`src/rtl/rsg_pkg.sv`:
```
// ----------------------------------------------------------------------------
// RGBA Sobel gradient package
// Shared types and constants for the RGBA Sobel gradient stream.
// ----------------------------------------------------------------------------
package rsg_pkg;

  typedef logic [31:0] pix_t;

  typedef struct packed {
    pix_t top;
    pix_t mid;
    pix_t bot;
  } col_t;

  typedef struct packed {
    pix_t older;
    pix_t newer;
  } line_t;

  typedef logic signed [10:0] grad_t;

  localparam int unsigned GradW  = 8;
  localparam int unsigned GradMax = 255;

  localparam int unsigned CfgIdxW    = 2;
  localparam int unsigned CfgDataW   = 16;
  localparam int unsigned CfgWidthW  = 11;
  localparam int unsigned CfgHeightW = 13;

  localparam logic [CfgIdxW-1:0] CfgFrameWidth  = CfgIdxW'(0);
  localparam logic [CfgIdxW-1:0] CfgFrameHeight = CfgIdxW'(1);

  localparam int unsigned WidthReset  = 640;
  localparam int unsigned HeightReset = 480;

  // Bit positions of the result kinds released by one pixel, in emission order.
  localparam int unsigned NumKinds   = 4;
  localparam int unsigned KindMid    = 0;
  localparam int unsigned KindRight  = 1;
  localparam int unsigned KindBottom = 2;
  localparam int unsigned KindCorner = 3;

endpackage

```
`src/rtl/rsg_col_cell.sv`:
```
// ----------------------------------------------------------------------------
// RGBA Sobel window column cell
// One column of the 3x3 window; takes its shift input column on every shift.
// ----------------------------------------------------------------------------
module rsg_col_cell
  import rsg_pkg::*;
(
  input  logic clk_i,
  input  logic en_i,
  input  logic load_i,
  input  col_t new_col_i,
  input  col_t shift_col_i,
  output col_t col_o
);

  col_t col_q;
  col_t col_d;

  always_comb begin
    col_d = col_q;
    if (en_i) begin
      col_d = load_i ? new_col_i : shift_col_i;
    end
  end

  always_ff @(posedge clk_i) begin
    col_q <= col_d;
  end

  assign col_o = col_q;

endmodule

```
`config.mk`:
```
export PLATFORM = sky130hd
export DESIGN_NAME = rsg_col_cell
export DESIGN_NICKNAME = d
export VERILOG_FILES = /design/src/rtl/rsg_pkg.sv /design/src/rtl/rsg_col_cell.sv
export SDC_FILE = /design/constraint.sdc
export NUM_CORES = 1
export LEC_CHECK = 0
export BUFFER_PORTS_ARGS = -buffer_cell sky130_fd_sc_hd__buf_4
export CORE_ASPECT_RATIO = 0.6
export CORE_MARGIN = 10
export CORE_UTILIZATION = 45
export CTS_CLUSTER_SIZE = 12
export DETAILED_ROUTE_END_ITERATION = 10
export GPL_TIMING_DRIVEN = 1
export PLACE_DENSITY = 0.89
export SKIP_CTS_REPAIR_TIMING = 1
export SYNTH_ARGS = -nofsm -noshare
export SYNTH_HDL_FRONTEND = slang
export SYNTH_SLANG_ARGS = --single-unit
```
`constraint.sdc`:
```
create_clock -name clk_i -period 2.6 [get_ports clk_i]
set_input_delay 0.26 -clock clk_i [delete_from_list [all_inputs] [get_ports clk_i]]
set_output_delay 0.26 -clock clk_i [all_outputs]
set_load 0.02 [all_outputs]
```
==> results.toml <==
[cells_and_area]
final_nets = 690
antenna-diode-count = 0
mostFrequentLayoutCell = "buf_4"
seq_area_mm2 = 0.00288
drive_above_1_share_pct = 80.4
final_util_pct = 74.1
syn2layout_area_growth_pct = 60.3
fill_cells = 620
layout_common_cells = "buf_4 (290), edfxtp_1 (96), mux2_2 (56)"
largest_reg_flops = 96
multi_input_area_mm2 = 0.00123

[sta]
whs_ns = 0.223
tns_ns = 0
setup_viol = 0
fin_crit_sh_pct = 47.2
rsz0062_at_grt = "no"
max_freq_ghz = 0.816
worst_pin_slew_ns = 0.639
fin_crit_ns = 1.23
slew_violations = 0
slew_headroom_pct = 57.4
finalHoldViolations = 0

[worst_setup_path]
path_cells = "buf_4 > buf_12 > mux2_2"
crit_path_top_delay_cell = "buf_12"
start_kind = "input pin"
cp.required_ns = 2.68
crit_fanout = 96
critPathMaxStageDelay_ns = 0.42
critPathCaptureType = "flip-flop"
critPathKind = "input pin to flip-flop"
critPathArrivalTime_ns = 1.31

[pwr]
power_mw = 4.16
power_leakage_nw = 3.05
ir_drop_mv = 0.339
power.density_mw_per_mm2 = 612

[detailed_routing]
routed_wirelength_um = 13900
drc = 0
vias = 2974
post_drt_wl_per_cell_um = 22.0
drt_iter0_drc = 133
detail-route-antenna-nets = 0
firstDrtPassIters = 4
drt-vias-per-instance = 4.72

[hold_path]
hold_path.class = "input pin to flip-flop"

[global_route]
met2_usage_pct = 36.0
grt_first_pass_wirelength_um = 19800
grtUsageTotal_pct = 18.8
grt.busiest_layer = "met2"
grt_max_degree = 97
first_global_vias = 3281
grt_overflow = 0
antenna_found_initial = 0
use_met1_pct = 17.4
grt_use_met3_pct = 10.2

[die]
rows = 27
die_w_um = 145
start_util_pct = 46.2
die-height_um = 95.2
ios = 291
coreArea_mm2 = 0.00919
dieArea_mm2 = 0.0138

[yosys]
ys_warn_count = 0
syn_inst = 203
ys_types = 7
syn-num-nets = 398
synth-seq-cells = 96
syn-cell-area_mm2 = 0.00425
synth_area_per_cell_um2 = 20.9
synth-seq-area-share_pct = 67.9

[cts]
numCtsBuffers = 9
cts.sinks = 96
cts_tree = "built"
cts_root_buf = "clkbuf_16"
htree_levels = 3
cts.path.max_buffers = 2
clk_pin_slew_ns = 0.06

[placed_design]
io_buffers = 290
place_congestion = 0.775

[job]
cap_violations = 0

[status]
status = "completed"
-- Yosys cell counts --
| library cell | count | area [µm²] |
|---|---|---|
| buf_8 | 1 | 15.0 |
| buf_12 | 4 | 80.1 |
| mux2_2 | 56 | 631 |
| buf_6 | 1 | 11.3 |
| buf_2 | 5 | 25.0 |
| mux2_4 | 40 | 601 |
| edfxtp_1 | 96 | 2880 |
-- final timing paths --
kind,startpoint,endpoint,slack [ns],depth (start not counted)
worst max-delay path,load_i,col_o[2],1.37,3
worst min-delay path,new_col_i[84],col_o[84],0.22,2
-- where the power goes --
| group | internal, mW | switching, mW | total [mW] |
|---|---|---|---|
| Clock | 0.838 | 0.544 | 1.38 |
| Combinational | 0.485 | 0.382 | 0.867 |
| Sequential | 1.87 | 0.0424 | 1.91 |
-- cell families (layout without fill, tap and decap cells) --
kind of cell / count (synthesis) / after routing / synth area share, %
muxes: 96 / 96 / 29.0
buffers and inverters: 11 / 308 / 3.09
DFF: 96 / 96 / 67.9
-- layout make-up --
type / instances / area share (%)
repair buffers: 292 / 32.6
well taps: 130 / 2.39
multi-input cells: 96 / 18.1
clock inverters: 6 / 1.23
flip-flops and latches: 96 / 42.4
clock buffers: 10 / 3.36
-- routing by layer --
layer	share of wire, %	up-vias
met5	0	-
met4	1.9	0
met3	12	20
met2	55	163
met1	32	1408
li1	-	1383
-- critical path, delay by kind of cell --
family,cells,cell delay [ns]
mux,1,0.41
buf+inv,2,0.51
-- metrics by stage --
stage / setup slack [ns] / area (µm²) / instances
CTS: 1.38 / 6810 / 630
global placement: 1.10 / 6490 / 614
global route: 1.38 / 6810 / 630
detailed placement: 1.07 / 6490 / 614
floorplan: 1.41 / 4250 / 203
finish: 1.37 / 6810 / 630
(Power assumes the default switching activity.)
