`src/rtl/rsg_pkg.sv`:
```
// ----------------------------------------------------------------------------
// RGBA Sobel gradient package
// Shared types and constants for the RGBA Sobel gradient stream.
// ----------------------------------------------------------------------------
package rsg_pkg;

  typedef logic [31:0] pix_t;

  typedef struct packed {
    pix_t top;
    pix_t mid;
    pix_t bot;
  } col_t;

  typedef struct packed {
    pix_t older;
    pix_t newer;
  } line_t;

  typedef logic signed [10:0] grad_t;

  localparam int unsigned GradW  = 8;
  localparam int unsigned GradMax = 255;

  localparam int unsigned CfgIdxW    = 2;
  localparam int unsigned CfgDataW   = 16;
  localparam int unsigned CfgWidthW  = 11;
  localparam int unsigned CfgHeightW = 13;

  localparam logic [CfgIdxW-1:0] CfgFrameWidth  = CfgIdxW'(0);
  localparam logic [CfgIdxW-1:0] CfgFrameHeight = CfgIdxW'(1);

  localparam int unsigned WidthReset  = 640;
  localparam int unsigned HeightReset = 480;

  // Bit positions of the result kinds released by one pixel, in emission order.
  localparam int unsigned NumKinds   = 4;
  localparam int unsigned KindMid    = 0;
  localparam int unsigned KindRight  = 1;
  localparam int unsigned KindBottom = 2;
  localparam int unsigned KindCorner = 3;

endpackage

```
`src/rtl/rsg_sobel.sv`:
```
// ----------------------------------------------------------------------------
// RGBA Sobel kernel
// Two-stage 3x3 Sobel on four channels with L1 magnitude and channel maximum.
// ----------------------------------------------------------------------------
module rsg_sobel
  import rsg_pkg::*;
(
  input  logic             clk_i,
  input  logic             a_en_i,
  input  logic             b_en_i,
  input  col_t [2:0]       win_i,
  input  logic             col_end_i,
  input  logic             row_end_i,
  output logic [GradW-1:0] grad_o
);

  localparam logic [1:0] RowTop = 2'd0;
  localparam logic [1:0] RowMid = 2'd1;

  function automatic pix_t row_of(col_t c, logic [1:0] s);
    pix_t v;
    case (s)
      RowTop:  v = c.top;
      RowMid:  v = c.mid;
      default: v = c.bot;
    endcase
    return v;
  endfunction

  grad_t [3:0] gx_d, gy_d, gx_q, gy_q;
  logic [GradW-1:0] grad_d, grad_q;

  always_comb begin
    pix_t       p [3][3];
    logic [1:0] ci;
    logic [1:0] rj;
    logic [7:0] t [3][3];
    logic [9:0] xp, xn, yp, yn;
    for (int j = 0; j < 3; j++) begin
      for (int i = 0; i < 3; i++) begin
        ci = col_end_i ? ((i == 0) ? 2'd1 : 2'd2) : 2'(i);
        rj = row_end_i ? ((j == 0) ? 2'd1 : 2'd2) : 2'(j);
        p[j][i] = row_of(win_i[ci], rj);
      end
    end
    for (int ch = 0; ch < 4; ch++) begin
      for (int j = 0; j < 3; j++) begin
        for (int i = 0; i < 3; i++) begin
          t[j][i] = p[j][i][8*ch +: 8];
        end
      end
      xp = {2'b0, t[0][2]} + {1'b0, t[1][2], 1'b0} + {2'b0, t[2][2]};
      xn = {2'b0, t[0][0]} + {1'b0, t[1][0], 1'b0} + {2'b0, t[2][0]};
      yp = {2'b0, t[2][0]} + {1'b0, t[2][1], 1'b0} + {2'b0, t[2][2]};
      yn = {2'b0, t[0][0]} + {1'b0, t[0][1], 1'b0} + {2'b0, t[0][2]};
      gx_d[ch] = $signed({1'b0, xp}) - $signed({1'b0, xn});
      gy_d[ch] = $signed({1'b0, yp}) - $signed({1'b0, yn});
    end
  end

  always_ff @(posedge clk_i) begin
    if (a_en_i) begin
      gx_q <= gx_d;
      gy_q <= gy_d;
    end
  end

  always_comb begin
    logic [9:0]  ax, ay;
    logic [10:0] mag, best;
    logic [8:0]  quo;
    best = '0;
    for (int ch = 0; ch < 4; ch++) begin
      ax  = gx_q[ch][10] ? 10'(-gx_q[ch]) : gx_q[ch][9:0];
      ay  = gy_q[ch][10] ? 10'(-gy_q[ch]) : gy_q[ch][9:0];
      mag = {1'b0, ax} + {1'b0, ay};
      if (mag > best) begin
        best = mag;
      end
    end
    quo    = best[10:2];
    grad_d = (32'(quo) > GradMax) ? GradW'(GradMax) : quo[GradW-1:0];
  end

  always_ff @(posedge clk_i) begin
    if (b_en_i) begin
      grad_q <= grad_d;
    end
  end

  assign grad_o = grad_q;

endmodule

```
`config.mk`:
```
export PLATFORM = sky130hd
export DESIGN_NAME = rsg_sobel
export DESIGN_NICKNAME = d
export VERILOG_FILES = /design/src/rtl/rsg_pkg.sv /design/src/rtl/rsg_sobel.sv
export SDC_FILE = /design/constraint.sdc
export NUM_CORES = 1
export LEC_CHECK = 0
export BUFFER_PORTS_ARGS = -buffer_cell sky130_fd_sc_hd__clkbuf_2
export CORE_MARGIN = 1.5
export CORE_UTILIZATION = 30
export DETAILED_ROUTE_END_ITERATION = 12
export GPL_TIMING_DRIVEN = 0
export PLACE_DENSITY = 0.51
export SLEW_MARGIN = 20
export SYNTH_ARGS = -nofsm -noshare
export SYNTH_HDL_FRONTEND = slang
export SYNTH_SLANG_ARGS = --single-unit
```
`constraint.sdc`:
```
create_clock -name clk_i -period 8.41 [get_ports clk_i]
set_input_delay 1.2615 -clock clk_i [delete_from_list [all_inputs] [get_ports clk_i]]
set_output_delay 1.2615 -clock clk_i [all_outputs]
set_load 0.005 [all_outputs]
```
==> reports/metrics.yaml, run 1 <==
status:
  status: "complete, no violations"
synth:
  synth_largest_area_cell: "fa_1"
  syn_inst: 1963
  synth_top_area_share_pct: 26.4
  ys_ff_latch: 96
  synth-async-reset-ratio_pct: 0
  synth-xor-area-share_pct: 6.98
  avgSynthCellArea_um2: 9.72
  seq_area_frac_synth_pct: 15.1
  synthMuxAreaShare_pct: 13.1
  synth_compound_area_share_pct: 11.3
  synth_top_family_by_area: "adder cells"
  yosys_warnings: 0
  synth-adder-area-share_pct: 38.1
  yosys_most_used_dff: "edfxtp_1"
  syn-num-nets: 2685
  synth-edff-count: 96
  yosys.area_share.simple_pct: 7.08
  synth_cell_types: 55
  synthTopCellsByArea: "fa_1 (26%), edfxtp_1 (15%), ha_1 (12%), inv_1 (7.2%), mux2i_1 (6.5%)"
  netlist_area_mm2: 0.0191
global_routing:
  grt_pass1_wl_mm: 104
  grt_max_degree: 51
  antenna_found_initial: 5
  grt-ovfl-total: 0
  grt_use_total_pct: 22.0
  grt_pass1_vias: 16700
clock_tree:
  clock_latency_ns: 0.36
  path_clk_slew_ns: 0.06
  htree_levels: 3
  clock-root-buffer: "clkbuf_16"
  hold_buffers: 0
  cts_buffers: 9
  clock_sinks: 96
  clock_path_buffers: 2
  cts_tree: "built"
drt:
  drtIter0Drc: 886
  firstDrtPassIters: 5
  wl_met2_mm: 29.9
  wl_met3_mm: 6.54
  viasPerCell: 4.92
  drt-met1-wl_mm: 31.0
  top_layer: "met4"
  ant_nets: 0
  wl_per_cell_um: 22.4
  num_vias: 15400
  drc: 0
  wirelength_mm: 70.4
sta:
  holdWs_ns: 1.13
  max_freq_mhz: 125
  fin_skew_ns: 0.00548
  setup_viol: 0
  max_slew_margin_pct: 22.5
  worst_slew_pin_slew_ns: 1.16
  report.final.hold_viol_count: 0
  slew_viol_final: 0
  fin_crit_sh_pct: 95.0
  tns_ns: 0
  min_period_ns: 7.99
final_layout:
  layout-drive-gt1-share_pct: 20.9
  nNetsFinal: 3005
  fillerInstances: 6513
  syn_to_final_growth_pct: 16.2
  fin_cells: 3136
min_path:
  hp-class: "reg -> reg"
floorplan:
  core_area_mm2: 0.0630
  ios: 301
  die_height_um: 255
  die-area_mm2: 0.0651
  die_x_um: 255
  rows: 92
  initial_utilization_pct: 30.3
placed_design:
  dp_hpwl_mm: 59.6
  portBuffers: 298
  dp.cells: 3109
  gp_congestion: 0.922
critical_path:
  cp_slowest_stage_delay_ns: 0.48
  critPathArrivalTime_ns: 8.05
  crit_path_frequent_cell: "ha_1"
  critPathKind: "reg -> reg"
  critPathCaptureType: "register"
  startpoint_type: "register"
  cp_max_fo: 10
  r2r_slack_ns: 0.42
  required_ns: 8.47
  cpMaxStageDelayCell: "a221o_2"
run:
  cap_viol_max_count: 0
[per-layer routing]
metal	up-vias	global-route usage [%]
li1	7188	-
met1	7366	28.7
met2	740	34.1
met3	139	6.09
met4	0	9.28
met5	-	0
[state kept, by name, indices dropped and copies added, names as in the netlist]
name    flops
gy_q       44
gx_q       44
grad_o      8
[layout by cell type (no fill, tap or decap), types with 26 or more instances in the layout]
| cell type | n |
|---|---|
| a21o_1 | 28 |
| a21oi_1 | 125 |
| clkbuf_2 | 316 |
| edfxtp_1 | 96 |
| fa_1 | 252 |
| ha_1 | 176 |
| inv_1 | 365 |
| mux2_2 | 79 |
| mux2i_1 | 123 |
| nand2_1 | 125 |
| nor2_1 | 56 |
| nor2b_1 | 26 |
| o21ai_0 | 76 |
| xnor2_1 | 114 |
| xor2_1 | 36 |
[cell type report]
class,instances,area [um^2],area share [%]
sequential,96,2880,13.0
tap,846,1060,4.78
clock inverter,6,60.1,0.271
multi-input combinational,1444,14700,66.2
clock buffer,9,225,1.02
inverter,365,1370,6.18
buffer,58,268,1.21
timing repair buffer,309,1620,7.29
antenna,3,7.51,0.0339
[logic make-up (layout without fill, tap and decap cells)]
logic type | Yosys count | count (layout)
and+or+nand+nor | 294 | 294
AOI/OAI and AO/OA | 349 | 349
buffers and inverters | 423 | 747
xor gates and xnor gates | 152 | 152
muxes | 220 | 220
DFF | 96 | 96
adders and majority gates | 429 | 429
other | 0 | 3
[cells in the mapped netlist (34+ instances only)]
library cell and instances:
inv_1 365, fa_1 252, ha_1 177, a21oi_1 126
nand2_1 125, mux2i_1 124, xnor2_1 116, edfxtp_1 96
mux2_2 79, o21ai_0 78, nor2_1 57, xor2_1 36
clkbuf_1 34
[critical path, delay by kind of cell (launching register included)]
| family | cells | cell delay, ns |
|---|---|---|
| AOI/OAI and AO/OA | 12 | 2.49 |
| adders and majority gates | 5 | 1.40 |
| muxes | 3 | 1.11 |
| xor gates and xnor gates | 2 | 0.44 |
| and+or+nand+nor | 8 | 1.26 |
| buffers and inverters | 4 | 0.57 |
| DFF | 1 | 0.42 |
[through the flow]
stage          utilization [%]  area [um^2]  worst slack, ns
3_3_place_gp              34.3        21600           -0.254
6_report                  35.2        22200            0.424
3_5_place_dp              34.5        21700           -0.333
5_1_grt                   35.2        22200          -0.0485
4_1_cts                   35.0        22000           0.0325
2_1_floorplan                -        19100             1.10
[final timing paths]
check             cells after the start        end     start
setup / recovery                     34  grad_o[7]   gx_q[1]
hold / removal                        5  grad_o[1]  gx_q[36]
setup reg to reg                     34  grad_o[7]   gx_q[1]
hold reg to reg                       5  grad_o[1]  gx_q[36]
[repair_timing]
| item | 4_1_cts | 5_1_grt |
|---|---|---|
| pin swaps | 0 | 8 |
| setup buffers | 0 | 9 |
| endpoints found under the setup margin | 8 | 8 |
| resized for setup | 6 | 13 |
Power of run 1 is not shown: default switching activity piles up to over one toggle a cycle in this logic, so the estimate is an artifact.
==> run 2: changes to the inputs <==
--- a/config.mk
+++ b/config.mk
@@ -10,7 +10,7 @@
 export CORE_UTILIZATION = 30
 export DETAILED_ROUTE_END_ITERATION = 12
 export GPL_TIMING_DRIVEN = 0
-export PLACE_DENSITY = 0.51
+export PLACE_DENSITY = 0.52
 export SLEW_MARGIN = 20
 export SYNTH_ARGS = -nofsm -noshare
 export SYNTH_HDL_FRONTEND = slang
==> constraint.sdc (replaced) <==
create_clock -name clk_i -period 6.8 [get_ports clk_i]
set_input_delay 1.02 -clock clk_i [delete_from_list [all_inputs] [get_ports clk_i]]
set_output_delay 1.02 -clock clk_i [all_outputs]
set_load 0.005 [all_outputs]
==> run 2 against run 1 <==
The flow now finishes with violations (negative setup slack). Worst setup slack got worse by 1.0 ns. Design area rose by 4.3%. First-iteration DRC count rose by 14%. Die area did not move. Critical endpoint is now grad_o[6]. Largest cell class unchanged.
==> reports/metrics.yaml, run 2 (synthesized netlist as in run 1, its figures left out) <==
critical_path:
  critPathCaptureType: "register"  # unchanged
  crit_family: "compound AO/OA/AOI/OAI gates"  # unchanged
  critPathArrivalTime_ns: 7.51  # was 8.05 ns
  cpMaxStageDelayCell: "edfxtp_1"  # was a221o_2
  crit_path_frequent_cell: "ha_4"  # was ha_1
  cp_slowest_stage_delay_ns: 0.46  # was 0.48 ns
  critPathKind: "reg -> reg"  # unchanged
  crit_buf_inv: 5  # was 4
  startpoint_type: "register"  # unchanged
  required_ns: 6.91  # was 8.47 ns
  cp_max_fo: 7  # was 10
final_layout:
  final_util_pct: 36.7  # was 35.2%
  final_cell_mix: "inv_1 (358), clkbuf_2 (311), fa_1 (250), ha_1 (164), nand2_1 (123)"  # was inv_1 (365), clkbuf_2 (316), fa_1 (252), ha_1 (176)
  nNetsFinal: 3045  # was 3,005
  layout-drive-gt1-share_pct: 26.0  # was 20.9%
  syn_to_final_growth_pct: 21.2  # was 16.2%
  final_cell_area_mm2: 0.0231  # was 0.0222 mm^2
  final_common_cell: "inv_1"  # unchanged
clock_tree:
  hold_buffers: 0  # unchanged
  clock-root-buffer: "clkbuf_16"  # unchanged
  cts_tree: "built"  # unchanged
  htree_levels: 3  # unchanged
  clock_latency_ns: 0.37  # was 0.36 ns
  path_clk_slew_ns: 0.07  # was 0.06 ns
  clock_sinks: 96  # unchanged
  clock_path_buffers: 2  # unchanged
  cts_buffers: 9  # unchanged
placed_design:
  gp_congestion: 0.920  # was 0.922
  placed_cell_area_mm2: 0.0218  # was 0.0217 mm^2
  detailedPlace.worstSlack_ns: -1.49  # was -0.333 ns
  portBuffers: 298  # unchanged
  dp_hpwl_mm: 59.9  # was 59.6 mm
sta:
  max_freq_mhz: 135  # was 125 MHz
  report.final.hold_viol_count: 0  # unchanged
  max_slew_margin_pct: 21.4  # was 22.5%
  setup_viol: 8  # was 0
  fin_skew_ns: 0.00758  # was 0.00548 ns
  finalWorstSetupSlack_ns: -0.607  # was 0.424 ns
  rsz0062_at_grt: "yes"
  fin_crit_sh_pct: 109  # was 95.0%
  slew_viol_final: 0  # unchanged
  min_period_ns: 7.41  # was 7.99 ns
  tns_ns: -4.71  # was 0 ns
  worst_slew_pin_slew_ns: 1.18  # was 1.16 ns
drt:
  firstDrtPassIters: 5  # unchanged
  viasPerCell: 4.93  # was 4.92
  drc: 0  # unchanged
  num_vias: 15700  # was 15,400
  wirelength_mm: 71.1  # was 70.4 mm
  drtIter0Drc: 1007  # was 886
  wl_per_cell_um: 22.4  # about the same
  ant_nets: 0  # unchanged
floorplan:
  core_area_mm2: 0.0630  # unchanged
  die_height_um: 255  # unchanged
  die_x_um: 255  # unchanged
  initial_utilization_pct: 30.3  # unchanged
  die-area_mm2: 0.0651  # unchanged
  rows: 92  # unchanged
  ios: 301  # unchanged
global_routing:
  grt_use_total_pct: 22.1  # was 22.0%
  grt_pass1_vias: 16900  # was 16,700
  antenna_found_initial: 11  # was 5
  grt_max_degree: 89  # was 51
  grt-ovfl-total: 0  # unchanged
  grt_pass1_wl_mm: 105  # was 104 mm
status:
  violations: "negative setup slack"
  status: "finished with violations"  # was complete, no violations
min_path:
  hp-class: "in -> reg"  # was reg -> reg
run:
  cap_viol_max_count: 0  # unchanged
run 2: cell count changes in the layout (fill, tap and decap cells not counted), moves of 7 or more:
cell	before	now
o21ai_2	1	8
inv_2	0	7
o21ai_0	76	66
ha_1	176	164
inv_1	365	358
ha_4	0	9
buf_4	9	47
run 2: what timing repair did:
action	in CTS	in global routing
resized for setup	71	59
pin swaps	31	43
buffers inserted	24	27
setup endpoints to repair	25	17
cloned	2	0
run 2: cell type report:
class                           instances  area [um^2]
Tap cell                              846         1060
Inverter                              365         1370
Sequential cell                        96         2880
Clock inverter                          7         52.6
Fill cell                            6415        39800
Buffer                                 52          264
Multi-Input combinational cell       1445        15300
Antenna cell                            2         5.00
Timing Repair Buffer                  354         1990
Clock buffer                            9          225
run 2: worst paths after layout:
check | slack [ns] | cells after the start | startpoint | to
worst max-delay path | -0.61 | 34 | gy_q[0] | grad_o[6]
worst min-delay path | 1.01 | 1 | b_en_i | grad_o[5]
worst max register to register | -0.61 | 34 | gy_q[0] | grad_o[6]
worst min register to register | 1.16 | 5 | gy_q[42] | grad_o[7]
run 2: worst reg2reg max path: cells and delay by family (launching register included):
kind	cells	cell delay, ns
compound gates	12	2.42
simple gates	8	1.46
fa+ha+maj	4	1.04
mux	3	0.83
buf+inv	5	0.58
flops	1	0.46
xor+xnor	2	0.34
run 2: layer usage:
metal  up-vias  track usage (%)  share of wire [%]
met1      7545             28.9                 43
met3       142             6.06                9.4
met4         6             9.50                4.5
li1       7274                -                  -
met2       686             34.2                 43
met5         -                0              0.063
run 2: per-stage QoR:
stage	hold slack, ns	cells
5_1_grt	1.02	3174
3_5_place_dp	1.19	3111
6_report	1.01	3176
2_1_floorplan	0.969	1963
3_3_place_gp	1.18	3107
4_1_cts	1.00	3149
Power of run 2 is left out for the same reason.
==> run 3: changes to the inputs <==
--- a/config.mk
+++ b/config.mk
@@ -11,6 +11,7 @@
 export DETAILED_ROUTE_END_ITERATION = 12
 export GPL_TIMING_DRIVEN = 0
 export PLACE_DENSITY = 0.52
+export RECOVER_POWER = 100
 export SLEW_MARGIN = 20
 export SYNTH_ARGS = -nofsm -noshare
 export SYNTH_HDL_FRONTEND = slang
==> run 3 against run 2 <==
Die area did not move. Flip-flop and latch count did not move. Routed wire length increased by 0.28%. Worst hold slack better by 0.070 ns. Worst setup slack worse by 0.0095 ns. The flow finishes with violations (max-capacitance violations, max-slew violations, negative setup slack). Cell count unchanged. Register-to-register slack is essentially flat. Non-clock buffer count is the same.
==> reports/metrics.yaml, run 3 (synthesized netlist as in run 1, its figures left out) <==
placed_design:
  gp_congestion: 0.920  # unchanged
  dp_hpwl_mm: 59.9  # unchanged
  portBuffers: 298  # unchanged
  placed_cell_area_mm2: 0.0218  # unchanged
floorplan:
  core_area_mm2: 0.0630  # unchanged
  die-area_mm2: 0.0651  # unchanged
  rows: 92  # unchanged
  ios: 301  # unchanged
  die_x_um: 255  # unchanged
  initial_utilization_pct: 30.3  # unchanged
  die_height_um: 255  # unchanged
critical_path:
  r2r_cells: 34  # unchanged
  critPathCaptureType: "register"  # unchanged
  reg2reg_from: "gy_q[0]"  # unchanged
  crit_buf_inv: 5  # unchanged
  startpoint_type: "register"  # unchanged
  cp_max_fo: 7  # unchanged
  cpMaxStageDelayCell: "edfxtp_1"  # unchanged
  path_depth: 34  # unchanged
  r2r_slack_ns: -0.62  # was -0.61 ns
  cp_slowest_stage_delay_ns: 0.46  # about the same
  crit_family: "compound AO/OA/AOI/OAI gates"  # unchanged
  crit_path_frequent_cell: "ha_4"  # unchanged
  required_ns: 6.95  # was 6.91 ns
  critPathKind: "reg -> reg"  # unchanged
  r2r_end: "grad_o[5]"  # was grad_o[6]
  critPathArrivalTime_ns: 7.57  # was 7.51 ns
  setup.worst_path.start: "gy_q[0]"  # unchanged
  endpoint: "grad_o[5]"  # was grad_o[6]
drt:
  firstDrtPassIters: 7  # was 5
  wl_per_cell_um: 22.5  # was 22.4 um
  drc: 0  # unchanged
  viasPerCell: 4.94  # was 4.93
  drtIter0Drc: 975  # was 1,007
  wirelength_mm: 71.3  # was 71.1 mm
  ant_nets: 0  # unchanged
  num_vias: 15700  # about the same
min_path:
  hold_depth: 1  # unchanged
  hp-class: "in -> reg"  # unchanged
sta:
  fin_skew_ns: 0.00740  # was 0.00758 ns
  min_period_ns: 7.42  # was 7.41 ns
  max_slew_margin_pct: -212  # was 21.4%
  rsz0062_at_grt: "yes"  # unchanged
  slew_viol_final: 89  # was 0
  finalWorstSetupSlack_ns: -0.617  # was -0.607 ns
  max_freq_mhz: 135  # about the same
  fin_crit_sh_pct: 109  # about the same
  setup_viol: 30  # was 8
  report.final.hold_viol_count: 0  # unchanged
  worst_slew_pin_slew_ns: 4.69  # was 1.18 ns
global_routing:
  grt_pass1_wl_mm: 105  # unchanged
  antenna_found_initial: 12  # was 11
  grt-ovfl-total: 0  # unchanged
  grt_max_degree: 89  # unchanged
  grt_pass1_vias: 16900  # unchanged
  grt_use_total_pct: 22.1  # unchanged
status:
  violations: "max-capacitance violations, max-slew violations, negative setup slack"  # was negative setup slack
  status: "finished with violations"  # unchanged
clock_tree:
  clock_path_buffers: 2  # unchanged
  htree_levels: 3  # unchanged
  cts_buffers: 9  # unchanged
  hold_buffers: 0  # unchanged
  path_clk_slew_ns: 0.07  # about the same
  clock_latency_ns: 0.37  # about the same
  cts_tree: "built"  # unchanged
  clock-root-buffer: "clkbuf_16"  # unchanged
  clock_sinks: 96  # unchanged
final_layout:
  final_common_cell: "inv_1"  # unchanged
  fillerInstances: 6427  # was 6,415
  layout-drive-gt1-share_pct: 25.4  # was 26.0%
  final_cell_area_mm2: 0.0231  # about the same
  final_cell_mix: "inv_1 (358), clkbuf_2 (302), fa_1 (250), ha_1 (164), nand2_1 (123)"  # was inv_1 (358), clkbuf_2 (311), fa_1 (250), ha_1 (164), nand2_1 (123)
  syn_to_final_growth_pct: 21.1  # was 21.2%
  nNetsFinal: 3045  # unchanged
run:
  cap_viol_max_count: 1  # was 0
[run 3: changes by cell type in the layout (fill, tap and decap cells not counted)]
cell,previous run,this run
clkbuf_1,14,28
mux2_2,76,75
clkdlybuf4s15_1,1,0
mux2_1,0,1
buf_2,16,13
clkbuf_8,1,0
clkbuf_2,311,302
[run 3: cell type report]
type	instances	area (um^2)	share of cell area, %
Antenna cell	2	5.00	0.0217
Buffer	52	254	1.10
Clock buffer	9	225	0.975
Clock inverter	7	52.6	0.228
Inverter	365	1370	5.93
Multi-Input combinational cell	1445	15300	66.1
Sequential cell	96	2880	12.5
Tap cell	846	1060	4.58
Timing Repair Buffer	354	1970	8.53
[run 3: worst min-delay path by stage]
stage / startpoint / endpoint / slack (ns)
after floorplan: gx_q[42] / grad_o[7] / 0.97
after global placement: gx_q[36] / grad_o[1] / 1.18
after detailed placement: gx_q[36] / grad_o[1] / 1.19
after CTS: b_en_i / grad_o[5] / 1.0
after global routing: b_en_i / grad_o[6] / 1.08
final: b_en_i / grad_o[5] / 1.08
[run 3: timing repair]
| item | CTS | global route |
|---|---|---|
| pin swaps | 31 | 43 |
| setup endpoints to repair | 25 | 17 |
| gates cloned | 2 | 0 |
| setup buffers | 24 | 27 |
| gates resized for setup | 71 | 59 |
[run 3: routing by layer]
metal  up-vias  share of wire [%]  track usage [%]
met5         -              0.063                0
met4         6                4.6             9.50
met3       149                8.6             6.06
met2       678                 43             34.2
met1      7594                 44             28.9
li1       7278                  -                -
[run 3: worst reg2reg max path, delay by kind of cell (launching register included)]
family	cells	cell delay [ns]
AO/OA/AOI/OAI	12	2.67
AND/OR/NAND/NOR	9	1.54
adder cells (fa/ha/maj)	4	1.04
buffers and inverters	5	0.58
multiplexers	2	0.57
flip-flops	1	0.46
XOR/XNOR	2	0.34
[run 3: metrics by stage]
step / setup slack [ns] / hold slack, ns / TNS, ns / std cells / util [%]
finish: -0.617 / 1.08 / -8.07 / 3176 / 36.7
global route: -0.888 / 1.08 / -13.87 / 3174 / 36.7
CTS: -0.579 / 1.00 / -4.23 / 3149 / 35.9
detailed placement: -1.49 / 1.19 / -24.40 / 3111 / 34.6
global placement: -1.45 / 1.18 / -46.30 / 3107 / 34.5
floorplan: 0.0141 / 0.969 / 0 / 1963 / -
Power of run 3 is left out for the same reason.
